## src/sv/madp95_pkg.sv

```systemverilog
// madp95_pkg: shared constants, controller states and command/status structs
// for the masked absolute difference mean and 95th percentile unit
// no dependencies
`timescale 1ns / 1ps

package madp95_pkg;

  // default configuration
  localparam int unsigned MAX_SAMPLES_DEF = 16384;
  localparam int unsigned PIXEL_BITS_DEF  = 16;

  // result field widths
  localparam int unsigned COUNT_W = 15;
  localparam int unsigned MEAN_W  = 16;
  localparam int unsigned P95_W   = 16;

  // percentile arithmetic constants
  localparam int unsigned PCT_NUM  = 95;
  localparam int unsigned PCT_DEN  = 100;
  localparam int unsigned PCT_HALF = 50;
  localparam int unsigned FRAC_W   = 7;

  // divider operand selection
  typedef enum logic [1:0] {
    DIV_MEAN,
    DIV_IDX,
    DIV_P95
  } div_sel_t;

  // controller states
  typedef enum logic [3:0] {
    S_IDLE,
    S_START,
    S_MEAN,
    S_IDX_GO,
    S_IDX,
    S_SEL_RD,
    S_SEL_DRAIN,
    S_SEL_UPD,
    S_MUL,
    S_P95_GO,
    S_P95,
    S_DONE
  } ctl_state_t;

  // commands from controller to datapath
  typedef struct packed {
    logic     take;
    logic     div_go;
    div_sel_t div_sel;
    logic     cap_zero;
    logic     cap_mean;
    logic     cap_idx;
    logic     sel_rd;
    logic     sel_upd;
    logic     mul;
    logic     cap_p95;
    logic     load_out;
  } dp_cmd_t;

  // status from datapath to controller
  typedef struct packed {
    logic n_zero;
    logic div_done;
    logic addr_last;
    logic bit_last;
    logic out_free;
  } dp_sts_t;

endpackage

```

## src/sv/madp95_ctrl.sv

```systemverilog
// madp95_ctrl: frame sequencer, drives datapath commands
// depends on madp95_pkg
`timescale 1ns / 1ps

module madp95_ctrl (
  input  logic                clk,
  input  logic                rst_n,
  input  logic                in_valid,
  input  logic                in_last,
  output logic                in_ready,
  input  madp95_pkg::dp_sts_t sts,
  output madp95_pkg::dp_cmd_t cmd
);
  import madp95_pkg::*;

  ctl_state_t state_r, state_nxt;

  // state register
  always_ff @(posedge clk) begin
    if (!rst_n) state_r <= S_IDLE;
    else        state_r <= state_nxt;
  end

  // next state
  always_comb begin
    state_nxt = state_r;
    unique case (state_r)
      S_IDLE:      if (in_valid && in_last) state_nxt = S_START;
      S_START:     state_nxt = sts.n_zero ? S_DONE : S_MEAN;
      S_MEAN:      if (sts.div_done) state_nxt = S_IDX_GO;
      S_IDX_GO:    state_nxt = S_IDX;
      S_IDX:       if (sts.div_done) state_nxt = S_SEL_RD;
      S_SEL_RD:    if (sts.addr_last) state_nxt = S_SEL_DRAIN;
      S_SEL_DRAIN: state_nxt = S_SEL_UPD;
      S_SEL_UPD:   state_nxt = sts.bit_last ? S_MUL : S_SEL_RD;
      S_MUL:       state_nxt = S_P95_GO;
      S_P95_GO:    state_nxt = S_P95;
      S_P95:       if (sts.div_done) state_nxt = S_DONE;
      S_DONE:      if (sts.out_free) state_nxt = S_IDLE;
      default:     state_nxt = S_IDLE;
    endcase
  end

  // outputs
  always_comb begin
    cmd      = '0;
    cmd.div_sel = DIV_MEAN;
    in_ready = 1'b0;
    unique case (state_r)
      S_IDLE: begin
        in_ready = 1'b1;
        cmd.take = in_valid;
      end
      S_START: begin
        cmd.cap_zero = sts.n_zero;
        cmd.div_go   = !sts.n_zero;
        cmd.div_sel  = DIV_MEAN;
      end
      S_MEAN:   cmd.cap_mean = sts.div_done;
      S_IDX_GO: begin
        cmd.div_go  = 1'b1;
        cmd.div_sel = DIV_IDX;
      end
      S_IDX:       cmd.cap_idx = sts.div_done;
      S_SEL_RD:    cmd.sel_rd  = 1'b1;
      S_SEL_DRAIN: ;
      S_SEL_UPD:   cmd.sel_upd = 1'b1;
      S_MUL:       cmd.mul     = 1'b1;
      S_P95_GO: begin
        cmd.div_go  = 1'b1;
        cmd.div_sel = DIV_P95;
      end
      S_P95:  cmd.cap_p95  = sts.div_done;
      S_DONE: cmd.load_out = sts.out_free;
      default: ;
    endcase
  end

endmodule

```

## config.mk

```make
export PLATFORM = sky130hd
export DESIGN_NAME = madp95_ctrl
export DESIGN_NICKNAME = d
export VERILOG_FILES = /design/src/sv/madp95_pkg.sv /design/src/sv/madp95_ctrl.sv
export SDC_FILE = /design/constraint.sdc
export NUM_CORES = 1
export LEC_CHECK = 0
export ABC_CLOCK_PERIOD_IN_PS = 1450
export BUFFER_PORTS_ARGS = -buffer_cell sky130_fd_sc_hd__buf_2
export CORE_AREA = 5 5 42 44
export CTS_CLUSTER_SIZE = 10
export DETAILED_ROUTE_END_ITERATION = 8
export DIE_AREA = 0 0 47 49
export PLACE_DENSITY = 0.73
export SYNTH_ARGS = -nofsm -noshare
export SYNTH_HDL_FRONTEND = slang
export SYNTH_SLANG_ARGS = --single-unit
```

## constraint.sdc

```tcl
create_clock -name clk -period 1.45 [get_ports clk]
set_input_delay 0.2175 -clock clk [delete_from_list [all_inputs] [get_ports clk]]
set_output_delay 0.2175 -clock clk [all_outputs]
set_load 0.1 [all_outputs]
```

==> Word level (Yosys, flattened, before mapping) <==
Index checks and enable logic that the tools add are counted.
{ "totals": {"ff_bits": 4, "inputBits": 9, "out_inout_bits": 13} }
{ "op_classes": {"n_eq_ne": 17, "muxes": 20, "reduce_logical": 4} }
{ "op_table": {"columns": ["cell", "count"], "rows": [
  ["4-bit case mux with 12 select lines", 1],
  ["4-bit two-way mux", 8],
  ["4-bit by 3-bit equality test with 1-bit output (second input constant)", 4],
  ["4-bit equality test (second input constant)", 4],
  ["2-bit inequality test (second input constant)", 6],
  ["1-bit two-way mux", 10],
  ["3-bit case mux with 3 select lines", 1],
  ["4-bit by 2-bit equality test with 1-bit output (second input constant)", 2],
  ["6-bit AND reduction", 1],
  ["4-bit by 1-bit equality test with 1-bit output (second input constant)", 1],
  ["4-bit zero test", 1],
  ["1-bit logical AND", 1],
  ["1-bit zero test", 1]
]} }

==> Depth between registers and ports, before layout <==
{ "logic_depth": {"depth_word": 3, "ltp_mapped": 6} }

==> Worst setup path before layout <==
Ideal clock, no wire load.
{ "synth_path": {"kind": "reg-to-output", "startpoint": "register state_r[3]", "endpoint": "output port cmd[7] (netlist name)", "arrival_ps": 3793, "t_required_ps": 1233, "setup_slack_ps": -2561, "stages_incl_launch_ff": 4, "n_path_buf": 2, "path_cell_list": "dfxtp_1 -> buf_4 -> clkbuf_1 -> nor4b_1"} }
{ "synth_lines": {"columns": ["element", "line", "source"], "rows": [
  ["from (decl)", "madp95_ctrl.sv:16", "ctl_state_t state_r, state_nxt;"],
  ["from (signal assigned)", "madp95_ctrl.sv:21", "else state_r <= state_nxt;"],
  ["to (decl)", "madp95_ctrl.sv:12", "output madp95_pkg::dp_cmd_t cmd"]
]} }

==> flow_summary.toml <==
[critical_path]
critPathKind = "flip-flop to primary output"
cp_max_fo = 7
reg2reg_from = "state_r[1]$_SDFFE_PN0P_"
reg2reg_slack_ps = -130
worst-r2r-cell-count = 7
reg2reg_to = "state_r[1]$_SDFFE_PN0P_"
cp.arrival_ps = 1390
critPathLaunch = "state_r[1]$_SDFFE_PN0P_"
required_ps = 1230
endpoint_kind = "primary output"
crit_path_start_kind = "flip-flop"
cp-endpoint = "cmd[11]"

[final_layout]
drive_gt1_share_pct = 79.09
largest_register_ffs = 4
top_regs = "state_r x4"
n_antenna_cell = 0
design_area_mm2 = 0.001295
fin_nets = 121
area_delta_synth_final_pct = 181.2
postLayoutCoreUtil_pct = 92.41
n_fill_cell = 48
regMostFlops = "state_r"
instances_no_fill = 126

[drt]
ant_nets = 0
drc = 0
dr.pass1.iters = 4
drtIter0Drc = 15
vias_per_cell = 5.643
wl_mm = 2.497
wl_per_cell_um = 19.82
vias = 711

[global_routing]
grt_max_degree = 11
grt_pass1_vias = 659
grt_pass1_wl_mm = 3.201
track_usage_pct = 18.93
antenna_found_initial = 0
grt_overflow = 0

[timing]
finalMaxSlewViolations = 0
relSlewSlack_pct = 81.53
layout_min_cycle_time_ps = 1608
clock_skew_ps = 7.176
rsz0062_at_grt = "yes"
fin_crit_sh_pct = 110.9
finalSetupViolations = 14
fin_ws_ps = -158.5
hold_viol_final = 0
fmax_ghz = 0.6217
finalSetupTns_ps = -1198
worst_pin_slew_ps = 274.1

[yosys]
yosysSeqAreaShare_pct = 17.39
synth_area_leaders = "dfxtp_1, nor4b_1, nand3b_1"
syn_inst = 61
syn_area_um2 = 460.4
yosysWarnings = 0
yosys.area.top_type = "dfxtp_1"
yosysUniqueCellTypes = 31
synth_nets = 70
synth_seq_cells = 4
netlist.area_leader.share_pct = 17.39
synth-edff-count = 0
ys.flop_type = "dfxtp_1"
syn_area_per_cell_um2 = 7.548
async_flop_share_pct = 0

[cts]
cts_root_buf = "clkbuf_4"
cts.sinks = 4
cts_buffer_depth = 2
hold_buffers = 0
cts_tree = "yes"
worstSkewPairLatency_ps = 240
cts.clk_slew.worst_paths_ps = 40
cts_buffers = 3
htree_levels = 1

[placed_design]
dpl_cell_area_um2 = 985.9
post-place-cells = 105
dp.final_hpwl_mm = 1.338
routabilityCongestion = 0.8466
portBuffers = 21

[floorplan]
design.core.area_mm2 = 0.001401
dieArea_mm2 = 0.002303
initial_core_util_pct = 32.86
fp.dieH_um = 49
io_pins = 22
die_w_um = 47
rows = 14

[worst_hold_path]
hold_class = "input pin to flip-flop"
holdPathStages = 3

[status]
status = "finished with violations"
violations = "negative setup slack"

[flow_run]
cap_viol_max_count = 0

[power_and_ir_drop]
ir_worst_vdd_uv = 1303
power.total_mw = 2.676
pwr_density_cell_mw_per_mm2 = 2066
leakage_nw = 0.4971
==> power breakdown <==
group	switching [mW]	leakage, nW	internal, mW
clock network	0.0486	0.0138	0.0927
logic	1.23	0.448	1.06
registers	0.0750	0.0356	0.165
total	1.36	0.497	1.32
==> cells in the final DEF, fill, tap and decap left out, types with 4 or more instances in the layout <==
master / Yosys / final
nor2_4: 0 / 5
buf_6: 1 / 17
buf_12: 0 / 13
buf_2: 2 / 8
dfxtp_4: 0 / 4
buf_4: 2 / 13
==> layer usage <==
metal  GRT usage (%)  part of all wire (%)  routed length, µm  up-vias
li1                -                     -                  -      325
met1           20.83                    35                884      350
met2           36.65                    57               1432       28
met3           1.107                   3.6                 89        8
met4           4.147                   3.6                 91        0
met5               0                     0                  0        -
==> worst max-delay path: stages (launching register included) <==
cell     delay (ps)
dfxtp_4         370
buf_6           130
nor4_4          290
and2_4          200
buf_12          160
==> Yosys cell counts (2+ instances only) <==
master and number:
a21boi_1 2, a21oi_1 4, and2_1 2, buf_2 2, buf_4 2, clkbuf_1 2, dfxtp_1 4, nand2_1 5
nand2b_1 3, nand3b_1 3, nor2_1 6, nor3_1 3, nor4b_1 3, o21ai_0 3
==> kinds of logic after synthesis <==
logic type	share of synthesized area, %
flip-flops	17.39
buffers and inverters	9.510
multiplexers	5.434
AO/OA/AOI/OAI	21.19
AND/OR/NAND/NOR	46.47
==> through the flow <==
step	hold WS (ps)	setup WS, ps
3_3_place_gp	486.8	-19.64
2_1_floorplan	332.1	-856.6
6_report	264.4	-158.5
5_1_grt	268.6	-216.0
3_5_place_dp	498.6	-94.02
4_1_cts	254.6	-163.3
==> how the worst min path moves through the flow <==
stage                     slack [ps]                 endpoint  startpoint
after floorplan                  330  state_r[0]$_SDFFE_PN0P_       rst_n
after global placement           490  state_r[0]$_SDFFE_PN0P_       rst_n
after detailed placement         500  state_r[0]$_SDFFE_PN0P_       rst_n
after CTS                        250  state_r[0]$_SDFFE_PN0P_       rst_n
after global routing             270  state_r[0]$_SDFFE_PN0P_       rst_n
final                            260  state_r[0]$_SDFFE_PN0P_       rst_n
==> area by class of cell <==
| class | instances | area, µm² | share of cell area, % |
|---|---|---|---|
| repair buffers | 53 | 619.3 | 47.83 |
| multi-input cells | 50 | 538.0 | 41.55 |
| flip-flops and latches | 4 | 95.09 | 7.343 |
| clock buffers | 3 | 22.52 | 1.739 |
| well taps | 16 | 20.02 | 1.546 |
==> timing repair <==
action	4_1_cts	5_1_grt
setup endpoints to repair	16	15
hold endpoints to repair	0	0
pin swaps	11	14
setup buffers	12	8
resized for setup	16	24
Power figures use the tool's default switching activity.
